==> src/sv/dtew_pkg.sv <==
// Shared types, constants and tables for the date to epoch days/weekday block.
// No dependencies.
package dtew_pkg;

  localparam int DAY_W   = 5;
  localparam int MONTH_W = 4;
  localparam int YEAR_W  = 14;
  localparam int DAYS_W  = 22;
  localparam int WD_W    = 3;
  localparam int ACC_W   = 24;

  localparam logic [YEAR_W-1:0] EPOCH_YEAR   = YEAR_W'(1970);
  localparam logic [1:0]        EPOCH_MOD4   = 2'd2;
  localparam logic [6:0]        EPOCH_MOD100 = 7'd70;
  localparam logic [8:0]        EPOCH_MOD400 = 9'd370;
  // weekday = (count + 2) mod 7 with count = biased sum
  localparam logic [WD_W-1:0]   WD_INIT      = 3'd2;
  localparam logic [DAYS_W-1:0] DAYS_MAX     = {DAYS_W{1'b1}};

  localparam logic [8:0] MONTH_START [16] = '{
    9'd0, 9'd0, 9'd31, 9'd59, 9'd90, 9'd120, 9'd151, 9'd181,
    9'd212, 9'd243, 9'd273, 9'd304, 9'd334, 9'd365, 9'd396, 9'd427
  };

  localparam logic [2:0] MONTH_START_MOD7 [16] = '{
    3'd0, 3'd0, 3'd3, 3'd3, 3'd6, 3'd1, 3'd4, 3'd6,
    3'd2, 3'd5, 3'd0, 3'd3, 3'd5, 3'd1, 3'd4, 3'd0
  };

  localparam logic [2:0] DAY_MOD7 [32] = '{
    3'd0, 3'd1, 3'd2, 3'd3, 3'd4, 3'd5, 3'd6, 3'd0,
    3'd1, 3'd2, 3'd3, 3'd4, 3'd5, 3'd6, 3'd0, 3'd1,
    3'd2, 3'd3, 3'd4, 3'd5, 3'd6, 3'd0, 3'd1, 3'd2,
    3'd3, 3'd4, 3'd5, 3'd6, 3'd0, 3'd1, 3'd2, 3'd3
  };

  typedef enum logic [1:0] {
    ST_IDLE,
    ST_YEARS,
    ST_FINISH
  } state_t;

  typedef struct packed {
    logic load;
    logic step;
    logic finish;
  } dp_cmd_t;

  typedef struct packed {
    logic years_done;
  } dp_status_t;

endpackage

==> src/sv/dtew_datapath.sv <==
// Datapath: year walk with running mod-4/100/400 counters, day and weekday sums.
// Depends on dtew_pkg.
module dtew_datapath import dtew_pkg::*; (
  input  logic                 clk,
  input  dp_cmd_t              cmd,
  output dp_status_t           status,
  input  logic [DAY_W-1:0]     day_of_month,
  input  logic [MONTH_W-1:0]   month_number,
  input  logic [YEAR_W-1:0]    year_number,
  output logic [DAYS_W-1:0]    epoch_days,
  output logic [WD_W-1:0]      weekday
);

  logic [DAY_W-1:0]   day_r;
  logic [MONTH_W-1:0] month_r;
  logic [YEAR_W-1:0]  year_r;
  logic [YEAR_W-1:0]  yr;
  logic [1:0]         mod4;
  logic [6:0]         mod100;
  logic [8:0]         mod400;
  logic [ACC_W-1:0]   acc;
  logic [WD_W-1:0]    wd;
  logic               accum;

  logic               leap;
  logic [ACC_W-1:0]   biased;
  logic [4:0]         wd_sum;
  logic [WD_W-1:0]    wd_final;
  logic [DAYS_W-1:0]  days_final;
  logic [WD_W:0]      wd_inc;
  logic [WD_W-1:0]    wd_step;

  assign leap = ((mod4 == 2'd0) && (mod100 != 7'd0)) || (mod400 == 9'd0);
  assign status.years_done = (yr == year_r);

  always_comb begin
    wd_inc  = {1'b0, wd} + (leap ? 4'd2 : 4'd1);
    wd_step = (wd_inc >= 4'd7) ? WD_W'(wd_inc - 4'd7) : WD_W'(wd_inc);
  end

  always_comb begin
    biased = acc + ACC_W'(MONTH_START[month_r])
           + ACC_W'((month_r >= 4'd3) && leap) + ACC_W'(day_r);
    wd_sum = 5'(wd) + 5'(MONTH_START_MOD7[month_r])
           + 5'((month_r >= 4'd3) && leap) + 5'(DAY_MOD7[day_r]);
    if (wd_sum >= 5'd14) begin
      wd_final = WD_W'(wd_sum - 5'd14);
    end else if (wd_sum >= 5'd7) begin
      wd_final = WD_W'(wd_sum - 5'd7);
    end else begin
      wd_final = WD_W'(wd_sum);
    end
    if (biased == '0) begin
      days_final = '0;
    end else if ((biased - ACC_W'(1)) > ACC_W'(DAYS_MAX)) begin
      days_final = DAYS_MAX;
    end else begin
      days_final = DAYS_W'(biased - ACC_W'(1));
    end
  end

  always_ff @(posedge clk) begin
    if (cmd.load) begin
      day_r   <= day_of_month;
      month_r <= month_number;
      year_r  <= year_number;
      acc     <= '0;
      wd      <= WD_INIT;
      // years before the epoch only walk the counters to get the leap status
      if (year_number >= EPOCH_YEAR) begin
        yr     <= EPOCH_YEAR;
        mod4   <= EPOCH_MOD4;
        mod100 <= EPOCH_MOD100;
        mod400 <= EPOCH_MOD400;
        accum  <= 1'b1;
      end else begin
        yr     <= '0;
        mod4   <= '0;
        mod100 <= '0;
        mod400 <= '0;
        accum  <= 1'b0;
      end
    end else if (cmd.step) begin
      yr     <= yr + YEAR_W'(1);
      mod4   <= mod4 + 2'd1;
      mod100 <= (mod100 == 7'd99) ? 7'd0 : mod100 + 7'd1;
      mod400 <= (mod400 == 9'd399) ? 9'd0 : mod400 + 9'd1;
      if (accum) begin
        acc <= acc + (leap ? ACC_W'(366) : ACC_W'(365));
        wd  <= wd_step;
      end
    end
  end

  always_ff @(posedge clk) begin
    if (cmd.finish) begin
      epoch_days <= days_final;
      weekday    <= wd_final;
    end
  end

endmodule

==> src/sv/dtew_ctrl.sv <==
// Controller: sequences load, year walk and final sum; owns the result valid flag.
// Depends on dtew_pkg.
module dtew_ctrl import dtew_pkg::*; (
  input  logic       clk,
  input  logic       rst,
  input  logic       in_valid,
  output logic       in_ready,
  output logic       out_valid,
  input  logic       out_ready,
  input  dp_status_t status,
  output dp_cmd_t    cmd
);

  state_t state;
  state_t state_next;
  logic   out_free;

  assign out_free = !out_valid || out_ready;

  always_comb begin
    state_next = state;
    unique case (state)
      ST_IDLE:   if (in_valid) state_next = ST_YEARS;
      ST_YEARS:  if (status.years_done) state_next = ST_FINISH;
      ST_FINISH: if (out_free) state_next = ST_IDLE;
      default:   state_next = ST_IDLE;
    endcase
  end

  always_comb begin
    in_ready   = 1'b0;
    cmd.load   = 1'b0;
    cmd.step   = 1'b0;
    cmd.finish = 1'b0;
    unique case (state)
      ST_IDLE: begin
        in_ready = 1'b1;
        cmd.load = in_valid;
      end
      ST_YEARS:  cmd.step = !status.years_done;
      ST_FINISH: cmd.finish = out_free;
      default: ;
    endcase
  end

  always_ff @(posedge clk) begin
    if (rst) begin
      state     <= ST_IDLE;
      out_valid <= 1'b0;
    end else begin
      state <= state_next;
      if (cmd.finish) begin
        out_valid <= 1'b1;
      end else if (out_ready) begin
        out_valid <= 1'b0;
      end
    end
  end

endmodule

==> src/sv/date_to_epoch_days_and_weekday_top.sv <==
// Top level: date to days since 1970-01-01 and weekday (Monday = 0).
// Depends on dtew_pkg, dtew_ctrl, dtew_datapath.
//
// One request at a time. After acceptance the datapath walks one year per
// cycle from 1970 (or from year 0 for years before 1970, counting only the
// leap status) up to the requested year, then adds the months and day and
// registers the result once the output register is free. The result sits in
// an output register, so it may wait for out_ready while the next request is
// taken. Years before 1970 give the zero-based day of the year in epoch_days
// and a weekday without the years counted; otherwise epoch_days saturates
// to 0 and to its maximum, and weekday is exact.
module date_to_epoch_days_and_weekday_top import dtew_pkg::*; (
  input  logic               clk,
  input  logic               rst,
  input  logic               in_valid,
  output logic               in_ready,
  input  logic [DAY_W-1:0]   day_of_month,
  input  logic [MONTH_W-1:0] month_number,
  input  logic [YEAR_W-1:0]  year_number,
  output logic               out_valid,
  input  logic               out_ready,
  output logic [DAYS_W-1:0]  epoch_days,
  output logic [WD_W-1:0]    weekday
);

  dp_cmd_t    cmd;
  dp_status_t status;

  dtew_ctrl u_ctrl (
    .clk       (clk),
    .rst       (rst),
    .in_valid  (in_valid),
    .in_ready  (in_ready),
    .out_valid (out_valid),
    .out_ready (out_ready),
    .status    (status),
    .cmd       (cmd)
  );

  dtew_datapath u_dp (
    .clk          (clk),
    .cmd          (cmd),
    .status       (status),
    .day_of_month (day_of_month),
    .month_number (month_number),
    .year_number  (year_number),
    .epoch_days   (epoch_days),
    .weekday      (weekday)
  );

endmodule

==> config.mk <==
export PLATFORM = sky130hd
export DESIGN_NAME = date_to_epoch_days_and_weekday_top
export DESIGN_NICKNAME = d
export VERILOG_FILES = /design/src/sv/dtew_pkg.sv /design/src/sv/dtew_datapath.sv /design/src/sv/dtew_ctrl.sv /design/src/sv/date_to_epoch_days_and_weekday_top.sv
export SDC_FILE = /design/constraint.sdc
export NUM_CORES = 1
export LEC_CHECK = 0
export CORE_AREA = 4 4 128 130
export DETAILED_ROUTE_END_ITERATION = 7
export DIE_AREA = 0 0 132 134
export DONT_BUFFER_PORTS = 1
export GPL_TIMING_DRIVEN = 1
export RECOVER_POWER = 100
export SLEW_MARGIN = 25
export SYNTH_ARGS = -nofsm -noshare
export SYNTH_HDL_FRONTEND = slang
export SYNTH_SLANG_ARGS = --single-unit
==> constraint.sdc <==
create_clock -name clk -period 9.1 [get_ports clk]
set_input_delay 1.82 -clock clk [delete_from_list [all_inputs] [get_ports clk]]
set_output_delay 1.82 -clock clk [all_outputs]
set_load 0.02 [all_outputs]
==> summary.md <==
| Metric | Value |
|---|---|
| Status | `finished, violations left` |
| Failing checks | `max-capacitance violations, max-slew violations` |
| Pwr Density | `233 nW/µm²` |
| Achievable Freq | `150 MHz` |
| Largest cells by area after synthesis | `edfxtp_1 (32%), dfxtp_1 (8.0%), ha_1 (8.0%)` |
| First-pass GRT wire length | `25.0 mm` |
| Max IR drop VDD | `0.112 mV` |
| Area grow syn2layout | `4.81%` |
| Nets | `841` |
| Arr. time, crit path | `6700 ps` |
| Largest stage delay, worst path | `950 ps` |
| Most used routing layer | `met2` |
| Unique cell type count in the Yosys netlist | `80` |
| Antenna Violating Nets Remaining | `0` |
| TNS Setup | `0 ps` |
| CTS sink count | `111` |
| Post-cts sizing count | `0` |
| Slew Limit Fails | `67` |
| Met2 Track Usage GR | `28.4%` |
| RSZ-0062 raised after global routing | `false` |
| Yosys top cell by area | `edfxtp_1` |
| Hold crit path type | `reg -> reg` |
| Largest net degree at the start of global routing | `67` |
| Yosys Warn Count | `0` |
| Drt first-iter violations | `296` |
| Die area | `17700 µm²` |
| CP required | `9130 ps` |
| Worst slew pin tran | `3050 ps` |
| Sw Ratio | `37.7%` |
| Worst path cell trace | `nor3_1, a32o_1, inv_1, or2_2, fa_1, inv_1, ha_1, inv_1, fa_1, nand2b_1, a211oi_1, o21ai_0, a221oi_1, nand4_1, a211o_2, o22ai_1, o21ai_0` |
| Final period utilization | `73.3%` |
| Die W | `132 µm` |
| Mean Syn Cell Area | `9.76 µm²` |
| DRC | `0` |
| Row cnt | `45` |
| N_diodes | `0` |
| Register area share after synthesis | `40.5%` |
| Die Y | `134 µm` |
| Post-CTS setup buffers | `0` |
| Clk pwr share | `21.4%` |
| H-tree depth | `3` |
| Area of the multi-input gates | `4090 µm²` |
| Ys async rst share | `0%` |
| Post-synthesis net count | `853` |
| Post-DP HPWL | `10.9 mm` |
| Initial antenna violation count | `0` |
| Crit path launch type | `flop` |
| GRT overflow | `0` |
| Cts hold-fix bufs | `0` |
| DRT Pass-1 Iters | `4` |
| Ratio of cells with drive above 1 in the final layout | `6.18%` |
| Primary FF master, synth | `edfxtp_1` |
| Reg2reg setup slack | `2430 ps` |
| Mapped cell area | `7480 µm²` |
| CTS clock-pin slew for the worst setup and hold paths | `80 ps` |
| Post-synth EDFFs | `81` |
| Gr usage total | `16.9%` |
| CTS tree | `built` |
| Vias per cell | `5.70` |
| Total core area | `15100 µm²` |
| Critical Path End Type | `flop` |
| Starting density of the core | `49.4%` |
| Net Sw Power | `0.689 mW` |
| Met1 usage | `22.2%` |
| CP most frequent cell | `inv_1` |
| Vias | `5402` |
| Max_cap viols | `1` |
| Int Power | `1.14 mW` |
| Register area | `3030 µm²` |
| GR Util met3 | `2.74%` |
| Per-cell routed wire length | `15.3 µm` |
| Buffer depth of the longest clock path | `2` |
| Setup violators final | `0` |
| Number of global-route vias before repair | `5325` |
| Synth top area share | `32.5%` |
| Cts bufs inserted | `9` |
| Total power | `1.83 mW` |
| Logic pwr share | `39.2%` |
| Root Buffer Master | `clkbuf_16` |
| Input/output buffers | `0` |
| Setup Crit Path Kind | `reg -> reg` |
| Worst Skew | `12.4 ps` |
| Crit path time final | `6670 ps` |
| Clock Latency Late Sink | `360 ps` |
| Total Wirelength | `14.5 mm` |
| CP max FO | `22` |
| Reg power frac | `39.4%` |
| Post-Syn Instances | `767` |
| Leak | `2.94 nW` |
| I/O pins | `54` |
| #FFs+latches synth | `111` |
| FILL cells | `1359` |
| Final hold viol count | `0` |
| Gpl congestion | `0.879` |
| Slew headroom | `-103%` |
| Highest-delay cell along the critical path | `o22ai_1` |
cells in the mapped netlist, types with 3 or more instances:
master,instances
o21bai_1,3
o21ai_2,3
and3_1,11
nand3_1,22
or2_2,5
buf_4,3
fa_1,11
clkbuf_1,10
nand2b_1,8
o211ai_1,4
ha_1,48
mux2i_1,6
or3_1,18
o21ai_0,55
a221oi_1,3
xnor2_1,45
a21oi_1,38
o21a_1,6
dfxtp_1,30
a211oi_1,7
a21o_1,8
nand4_1,14
nand2_1,52
nor3_1,20
xor2_1,42
and2_1,6
and4_1,3
buf_1,4
a31oi_1,5
nor2b_1,3
inv_1,50
edfxtp_1,81
nor4_1,4
buf_6,3
nor2_1,78
kinds of logic after synthesis:
group	after synthesis	synth area share, %
buffers and inverters	76	4.58
AO/OA/AOI/OAI	162	14.0
AND/OR/NAND/NOR	262	18.0
multiplexers	10	1.71
adder cells (fa/ha/maj)	59	11.0
flip-flops	111	40.5
XOR/XNOR	87	10.2
power by group through the flow:
stage	logic, mW	clock network [mW]	registers [mW]
final	0.717	0.391	0.721
after global routing	0.824	0.424	0.731
after CTS	0.724	0.402	0.720
after detailed placement	0.719	0	0.731
after global placement	0.686	0	0.728
after floorplan	0.597	0	0.711
layout make-up:
type                    instances  share of cell area, %
multi-input cells             580                   52.2
clock buffers                   9                   2.87
inverters                      51                   2.44
well taps                     188                   3.00
flip-flops and latches        111                   38.7
clock inverters                 7                  0.781
repair buffers                  2                 0.0957
cell usage in the layout, fill, tap and decap left out, types with 3 or more instances in the layout:
master,synthesis,layout
nor2b_1,3,3
or2_2,5,5
and2_1,6,6
inv_1,50,50
o22ai_1,2,3
nor2_1,78,78
fa_1,11,11
ha_1,48,48
nand2b_1,8,8
nand4_1,14,15
dfxtp_1,30,30
or3_1,18,18
and4_1,3,3
o21bai_1,3,3
inv_6,0,3
nand3_1,22,22
a21o_1,8,8
xnor2_1,45,45
nor3_1,20,20
a211oi_1,7,8
mux2i_1,6,6
a21oi_1,38,38
and3_1,11,11
clkbuf_16,0,9
nand2_1,52,52
o211ai_1,4,4
o21a_1,6,6
xor2_1,42,42
nor4_1,4,4
o21ai_0,55,56
o21ai_2,3,3
a221oi_1,3,3
edfxtp_1,81,81
a31oi_1,5,5
sequential cells by signal (all words and copies together), names as in the netlist, 4 cells and up:
signal           count
u_dp.mod400          9
u_dp.day_r           5
u_dp.epoch_days     22
u_dp.mod100          7
u_dp.month_r         4
u_dp.year_r         14
u_dp.yr             14
u_dp.acc            24
metrics by stage:
stage | cells | hold WS [ps] | setup slack, ps | utilization (%) | cell area, µm²
final | 948 | 507 | 2430 | 51.8 | 7850
after detailed placement | 932 | 501 | 3210 | 50.1 | 7590
after global routing | 948 | 536 | 1710 | 51.8 | 7850
after CTS | 948 | 512 | 3230 | 52.0 | 7870
after floorplan | 767 | 458 | 4270 | - | 7480
after global placement | 932 | 478 | 3440 | 50.1 | 7590
routing by layer:
layer | share of wire (%) | wire length, µm
met1 | 47 | 6870
met2 | 48 | 7000
met3 | 3.0 | 440
met4 | 1.2 | 179
met5 | 0 | 0
worst paths after layout:
check / startpoint / end / cells after the start
worst max-delay path: u_dp.mod400[4] / u_dp.epoch_days[0] / 17
worst min-delay path: u_dp.acc[0] / u_dp.acc[0] / 2
worst max register to register: u_dp.mod400[4] / u_dp.epoch_days[0] / 17
worst min register to register: u_dp.acc[0] / u_dp.acc[0] / 2
worst max-delay path: cells and delay by family (launching register included):
family,cells,cell delay [ps]
AOI/OAI and AO/OA,7,3410
buffers and inverters,3,260
adders and majority gates,3,980
DFF,1,440
and+or+nand+nor,4,1230
(Power assumes the default switching activity.)
